--- src/assert_macros.svh ---
// Assertion macros shared by the RTL files.
// Each macro takes a label, a clock, an active-low reset and the property terms.
`ifndef ASSERT_MACROS_SVH
`define ASSERT_MACROS_SVH

`ifndef SYNTHESIS

`define ASSERT_IMPLY(lbl, clk, rst_n, ante, cons) \
    lbl: assert property (@(posedge clk) disable iff (!(rst_n)) (ante) |-> (cons)) \
        else $error("assertion failed");

`define ASSERT_NEXT(lbl, clk, rst_n, ante, cons) \
    lbl: assert property (@(posedge clk) disable iff (!(rst_n)) (ante) |=> (cons)) \
        else $error("assertion failed");

`else

`define ASSERT_IMPLY(lbl, clk, rst_n, ante, cons)

`define ASSERT_NEXT(lbl, clk, rst_n, ante, cons)

`endif

`endif

--- src/kvfd_pkg.sv ---
package kvfd_pkg;

    localparam int COUNT_BITS = 16;

    localparam logic [63:0] TALLY_FULL  = (64'd1 << COUNT_BITS) - 64'd1;
    localparam logic [15:0] TALLY_LIMIT = (TALLY_FULL > 64'h0000_0000_0000_FFFF) ?
                                          16'hFFFF : TALLY_FULL[15:0];

    localparam int TDATA_BITS = 144;

    typedef enum logic [2:0] {
        PH_HEADER = 3'd0,
        PH_KLEN   = 3'd1,
        PH_VLEN   = 3'd2,
        PH_KEY    = 3'd3,
        PH_VALUE  = 3'd4
    } t_phase;

    typedef enum logic [2:0] {
        ROLE_ID     = 3'd0,
        ROLE_STATUS = 3'd1,
        ROLE_KLEN   = 3'd2,
        ROLE_VLEN   = 3'd3,
        ROLE_KEY    = 3'd4,
        ROLE_VALUE  = 3'd5
    } t_role;

    typedef enum logic [2:0] {
        RES_OK         = 3'd0,
        RES_SHORT_HDR  = 3'd1,
        RES_CUT_DESC   = 3'd2,
        RES_CUT_KEY    = 3'd3,
        RES_CUT_VALUE  = 3'd4
    } t_result;

endpackage

--- src/kv_frame_deframer.sv ---
// Each accepted input beat gives its result beat on the output in the next cycle.
// Throughput: one byte per cycle; the output register frees itself in the same
// cycle that its beat is taken, so the parser stalls only while the output stalls.
// Reset (synchronous, active low) empties the output register and returns the
// parser to the header of a new frame; it also does so after every end-of-frame beat.
`include "assert_macros.svh"

module kv_frame_deframer
    import kvfd_pkg::*;
(
    input  logic                  i_clk,
    input  logic                  i_rst_n,
    input  logic                  s_axis_tvalid,
    output logic                  s_axis_tready,
    // frame_byte [7:0]
    input  logic [7:0]            s_axis_tdata,
    input  logic                  s_axis_tlast,
    output logic                  m_axis_tvalid,
    input  logic                  m_axis_tready,
    // byte_out [7:0], request_number [39:8], status_byte [47:40], key_length [55:48],
    // value_length [119:56], records_done [135:120], frame_result [138:136], zeros above
    output logic [TDATA_BITS-1:0] m_axis_tdata,
    // byte_role [2:0]
    output logic [2:0]            m_axis_tuser,
    output logic                  m_axis_tlast
);

    t_phase      r_phase,    n_phase;
    logic [3:0]  r_pos,      n_pos;
    logic [31:0] r_id,       n_id;
    logic [7:0]  r_status,   n_status;
    logic [7:0]  r_klen,     n_klen;
    logic [63:0] r_vlen,     n_vlen;
    logic [63:0] r_left,     n_left;
    logic [15:0] r_tally,    n_tally;

    logic                  r_out_valid;
    logic [TDATA_BITS-1:0] r_out_data;
    t_role                 r_out_role;
    logic                  r_out_last;

    t_role       role;
    t_result     result;
    logic        accept;
    logic [3:0]  pos_inc;
    logic [63:0] left_dec;
    logic [15:0] tally_inc;

    assign s_axis_tready = !r_out_valid || m_axis_tready;
    assign accept        = s_axis_tvalid && s_axis_tready;

    assign pos_inc   = r_pos + 4'd1;
    assign left_dec  = r_left - 64'd1;
    assign tally_inc = (r_tally < TALLY_LIMIT) ? (r_tally + 16'd1) : r_tally;

    always_comb begin
        n_phase  = r_phase;
        n_pos    = r_pos;
        n_id     = r_id;
        n_status = r_status;
        n_klen   = r_klen;
        n_vlen   = r_vlen;
        n_left   = r_left;
        n_tally  = r_tally;
        role     = ROLE_ID;
        unique case (r_phase)
            PH_KLEN: begin
                role    = ROLE_KLEN;
                n_klen  = s_axis_tdata;
                n_vlen  = '0;
                n_pos   = '0;
                n_phase = PH_VLEN;
            end
            PH_VLEN: begin
                role   = ROLE_VLEN;
                n_vlen = {r_vlen[55:0], s_axis_tdata};
                n_pos  = pos_inc;
                if (pos_inc >= 4'd8) begin
                    n_pos = '0;
                    if (r_klen != 8'd0) begin
                        n_left  = {56'd0, r_klen};
                        n_phase = PH_KEY;
                    end else if (n_vlen != 64'd0) begin
                        n_left  = n_vlen;
                        n_phase = PH_VALUE;
                    end else begin
                        n_tally = tally_inc;
                        n_phase = PH_KLEN;
                    end
                end
            end
            PH_KEY: begin
                role   = ROLE_KEY;
                n_left = left_dec;
                if (left_dec == 64'd0) begin
                    if (r_vlen != 64'd0) begin
                        n_left  = r_vlen;
                        n_phase = PH_VALUE;
                    end else begin
                        n_tally = tally_inc;
                        n_phase = PH_KLEN;
                    end
                end
            end
            PH_VALUE: begin
                role   = ROLE_VALUE;
                n_left = left_dec;
                if (left_dec == 64'd0) begin
                    n_tally = tally_inc;
                    n_phase = PH_KLEN;
                end
            end
            default: begin
                if (r_pos < 4'd4) begin
                    role  = ROLE_ID;
                    n_id  = {r_id[23:0], s_axis_tdata};
                    n_pos = pos_inc;
                end else begin
                    role     = ROLE_STATUS;
                    n_status = s_axis_tdata;
                    n_pos    = '0;
                    n_phase  = PH_KLEN;
                end
            end
        endcase

        result = RES_OK;
        if (s_axis_tlast) begin
            unique case (n_phase)
                PH_VLEN:  result = RES_CUT_DESC;
                PH_KEY:   result = RES_CUT_KEY;
                PH_VALUE: result = RES_CUT_VALUE;
                PH_KLEN:  result = RES_OK;
                default:  result = RES_SHORT_HDR;
            endcase
        end
    end

    always_ff @(posedge i_clk) begin
        if (!i_rst_n) begin
            r_phase  <= PH_HEADER;
            r_pos    <= '0;
            r_id     <= '0;
            r_status <= '0;
            r_klen   <= '0;
            r_vlen   <= '0;
            r_left   <= '0;
            r_tally  <= '0;
        end else if (accept) begin
            if (s_axis_tlast) begin
                r_phase  <= PH_HEADER;
                r_pos    <= '0;
                r_id     <= '0;
                r_status <= '0;
                r_klen   <= '0;
                r_vlen   <= '0;
                r_left   <= '0;
                r_tally  <= '0;
            end else begin
                r_phase  <= n_phase;
                r_pos    <= n_pos;
                r_id     <= n_id;
                r_status <= n_status;
                r_klen   <= n_klen;
                r_vlen   <= n_vlen;
                r_left   <= n_left;
                r_tally  <= n_tally;
            end
        end
    end

    always_ff @(posedge i_clk) begin
        if (!i_rst_n) begin
            r_out_valid <= 1'b0;
        end else if (accept) begin
            r_out_valid <= 1'b1;
        end else if (m_axis_tready) begin
            r_out_valid <= 1'b0;
        end
    end

    always_ff @(posedge i_clk) begin
        if (accept) begin
            r_out_data <= {5'd0, result, n_tally, n_vlen, n_klen, n_status, n_id,
                           s_axis_tdata};
            r_out_role <= role;
            r_out_last <= s_axis_tlast;
        end
    end

    assign m_axis_tvalid = r_out_valid;
    assign m_axis_tdata  = r_out_data;
    assign m_axis_tuser  = r_out_role;
    assign m_axis_tlast  = r_out_last;

    `ASSERT_IMPLY(a_result_only_at_end, i_clk, i_rst_n,
        m_axis_tvalid && !m_axis_tlast, m_axis_tdata[138:136] == RES_OK)
    `ASSERT_NEXT(a_end_restarts_frame, i_clk, i_rst_n,
        accept && s_axis_tlast, r_phase == PH_HEADER && r_pos == 4'd0 && r_tally == 16'd0)
    `ASSERT_IMPLY(a_body_has_bytes_left, i_clk, i_rst_n,
        r_phase == PH_KEY || r_phase == PH_VALUE, r_left != 64'd0)
    `ASSERT_IMPLY(a_tally_in_limit, i_clk, i_rst_n, 1'b1, r_tally <= TALLY_LIMIT)

endmodule
--- config.mk ---
export PLATFORM = sky130hd
export DESIGN_NAME = kv_frame_deframer
export DESIGN_NICKNAME = d
export VERILOG_FILES = /design/src/kvfd_pkg.sv /design/src/kv_frame_deframer.sv
export VERILOG_INCLUDE_DIRS = /design/src /design/src/src
export SDC_FILE = /design/constraint.sdc
export NUM_CORES = 1
export LEC_CHECK = 0
export BUFFER_PORTS_ARGS = -buffer_cell sky130_fd_sc_hd__buf_2
export CAP_MARGIN = 10
export CORE_ASPECT_RATIO = 1.5
export CORE_MARGIN = 8
export CORE_UTILIZATION = 50
export DETAILED_ROUTE_END_ITERATION = 12
export PLACE_DENSITY = 0.74
export SETUP_SLACK_MARGIN = 0.3
export SLEW_MARGIN = 10
export SYNTH_ARGS = -nofsm -noshare
export SYNTH_HDL_FRONTEND = slang
export SYNTH_SLANG_ARGS = --single-unit
--- constraint.sdc ---
create_clock -name i_clk -period 19.45 [get_ports i_clk]
set_clock_uncertainty 0.05 [all_clocks]
set_input_delay 3.89 -clock i_clk [delete_from_list [all_inputs] [get_ports i_clk]]
set_output_delay 3.89 -clock i_clk [all_outputs]
set_load 0.02 [all_outputs]
==> qor.csv <==
stage,metric,value,unit
synthesis,netlist_area,16200,um^2
synthesis,synth-edff-count,143,
setup_path,cp_data_required_time,15510,ps
outcome,status,"finished, final reports clean",
sta,hold_viol,0,
synthesis,yosysSeqAreaShare,51.2,%
setup_path,worst-r2r-setup-slack,13390,ps
final_layout,drive_above_1_share,17.0,%
sta,relSlewSlack,16.5,%
sta,rsz0062_at_grt,false,
die,dieArea,38500,um^2
final_layout,fillers,2817,
sta,timing.fmax,0.121,GHz
synthesis,ys_top_cells_by_count,"dfxtp_1, nor2_1, a21oi_1",
power_and_ir_drop,swShare,23.8,%
placement,dp_hpwl,35700,um
sta,setup_viol,0,
die,die_w,163,um
die,start_util,50.9,%
placement,numPortBuffers,157,
synthesis,synth.top_cell.area_share,26.5,%
final_layout,nets,1760,
grt,grt_first_pass_wirelength,81500,um
route,totalWireLength,52700,um
clocking,clk_latency,600,ps
synthesis,async_flop_share,0,%
synthesis,syn_area_per_cell,9.72,um^2
synthesis,post-synth-top-count-cell,dfxtp_1,
clocking,ctsHoldBuffers,0,
clocking,cts-buffers-inserted,31,
setup_path,critPathKind,in -> out,
route,drc_errors,0,
grt,overflow,0,
worst_hold_path,min_path_type,reg -> reg,
die,fp-row-count,80,
grt,antenna_found_initial,0,
power_and_ir_drop,p_int,1.13,mW
setup_path,critPathCaptureType,primary output,
job,maxCapViolations,0,
placement,gp_congestion,0.966,
placement,post-place-ws,11150,ps
sta,min_period_over_period,42.7,%
power_and_ir_drop,combPwrFrac,5.5,%
clocking,cts_root_buffer,clkbuf_16,
clocking,post-cts-setup-buffers,0,
route,vias,14100,
grt,track_usage,26.6,%
power_and_ir_drop,seqPwrFrac,51.8,%
power_and_ir_drop,p_leak,6.79,nW
setup_path,r2r_cells,14,
clocking,ctsHtreeMaxLevel,1,
final_layout,seq_area,8300,um^2
sta,drv_slew,0,
synthesis,ys.flop_type,dfxtp_1,
final_layout,multi_input_area,7380,um^2
synthesis,synth_area_leaders,"edfxtp_1, dfxtp_1, a22oi_1, a21oi_1, nor2_1",
die,fp.dieH,236,um
power_and_ir_drop,p_clk_share,42.7,%
route,final_antenna_net_count,0,
synthesis,ys_seq_elements,343,
worst_hold_path,min_from,r_left[63],
final_layout,syn_to_final_growth,12.4,%
die,io_pins,163,
synthesis,yosysWarnings,0,
clocking,clock_sinks,343,
sta,fin_setup_tns,0,ps
setup_path,critPathLaunchType,primary input,
setup_path,r2r-start,r_left[1],
sta,layout_setup_ws,11150,ps
route,wl_per_cell,24.2,um
final_layout,diodes,0,
route,drt_iter0_drc,1131,
route,drt_first_pass_iters,7,
grt,grt_max_degree,94,
setup_path,arrival,4360,ps
synthesis,synth_top_cell_by_area,edfxtp_1,
clocking,ctsLongestPathBuffers,3,
power_and_ir_drop,power_switching,0.355,mW
worst_hold_path,holdPathEnd,r_left[63],
route,avgViaCountPerCell,6.49,
setup_path,worstReg2RegEnd,r_left[42],
power_and_ir_drop,powerDensity,81.7,nW/um^2
setup_path,crit_fanout,3,
power_and_ir_drop,peakVddDrop,0.0716,mV
die,coreArea,31800,um^2
sta,fin_crit,8300,ps
clocking,clk_pin_slew,70,ps
synthesis,ys_types,65,
synthesis,synthCells,1667,
sta,tightest_slew,1220,ps
clocking,cts_tree,yes,
grt,grt_pass1_vias,13900,
clocking,cts_resized,0,
worst_hold_path,hold_depth,2,
[worst max-delay path by stage]
stage | end | depth (start not counted) | slack, ps | startpoint
after CTS | s_axis_tready | 3 | 11150 | m_axis_tready
after floorplan | r_left[11] | 8 | 10050 | m_axis_tready
after global routing | s_axis_tready | 3 | 11130 | m_axis_tready
final | s_axis_tready | 3 | 11150 | m_axis_tready
after global placement | s_axis_tready | 3 | 11140 | m_axis_tready
after detailed placement | s_axis_tready | 3 | 11150 | m_axis_tready
[critical path, stage by stage]
cell	delay (ps)
buf_2	90
nand2b_1	190
buf_2	190
[power by group through the flow]
stage | Sequential [mW] | Combinational (mW) | Clock [mW]
finish | 0.770 | 0.0820 | 0.636
detailed placement | 0.786 | 0.0827 | 0
floorplan | 0.807 | 0.0318 | 0
CTS | 0.770 | 0.0827 | 0.641
global route | 0.771 | 0.0873 | 0.664
global placement | 0.786 | 0.0821 | 0
[logic make-up (layout without fill, tap and decap cells)]
kind of cell / after synthesis / after routing / share of synthesized area (%)
AND/OR/NAND/NOR: 563 / 563 / 17.3
multiplexers: 55 / 55 / 3.78
AO/OA/AOI/OAI: 483 / 483 / 20.0
XOR/XNOR: 67 / 67 / 3.62
buffers and inverters: 151 / 248 / 3.75
adder cells (fa/ha/maj): 4 / 4 / 0.309
other: 1 / 5 / 0.0231
flip-flops: 343 / 343 / 51.2
[cell usage in the layout, fill, tap and decap left out, types with 28 or more instances in the layout]
cell type and instances:
a211oi_1 37, a22o_1 65, nor2_1 166, nand3_1 35, dfxtp_1 200, edfxtp_1 143
nand2_1 127, clkbuf_16 32, nor4_1 57, nor3_1 28, or3_1 58, a21oi_1 169
a22oi_1 118, buf_2 157, xor2_1 33, xnor2_1 34, mux2_2 49
[state kept, by name, summed over array words and instances (netlist names)]
signal	count
m_axis_tdata	139
m_axis_tlast	1
m_axis_tuser	3
m_axis_tvalid	1
r_id	32
r_klen	8
r_left	64
r_phase	3
r_pos	4
r_status	8
r_tally	16
r_vlen	64
[area by class of cell]
class	instances	area share, %
multi-input combinational	1177	40.5
inverter	17	0.392
timing repair buffer	173	4.97
clock buffer	42	4.71
sequential	343	45.6
clock inverter	16	1.02
tap	410	2.82
[per-stage QoR]
stage,utilization (%),instances,instance area [um^2],total power [mW],hold WS [ps]
2_1_floorplan,-,1671,16200,0.839,394
3_3_place_gp,53.9,2120,17200,0.868,404
3_5_place_dp,53.9,2120,17200,0.869,420
4_1_cts,57.2,2178,18200,1.49,431
5_1_grt,57.2,2178,18200,1.52,455
6_report,57.2,2178,18200,1.49,432
[per-layer routing]
metal | vias up | wire [um] | global-route usage (%)
met4 | 0 | 3240 | 15.6
met5 | - | 0 | 0
li1 | 6425 | - | -
met2 | 619 | 27000 | 47.0
met1 | 6914 | 18800 | 29.6
met3 | 177 | 3610 | 4.22
(Power assumes the default switching activity.)
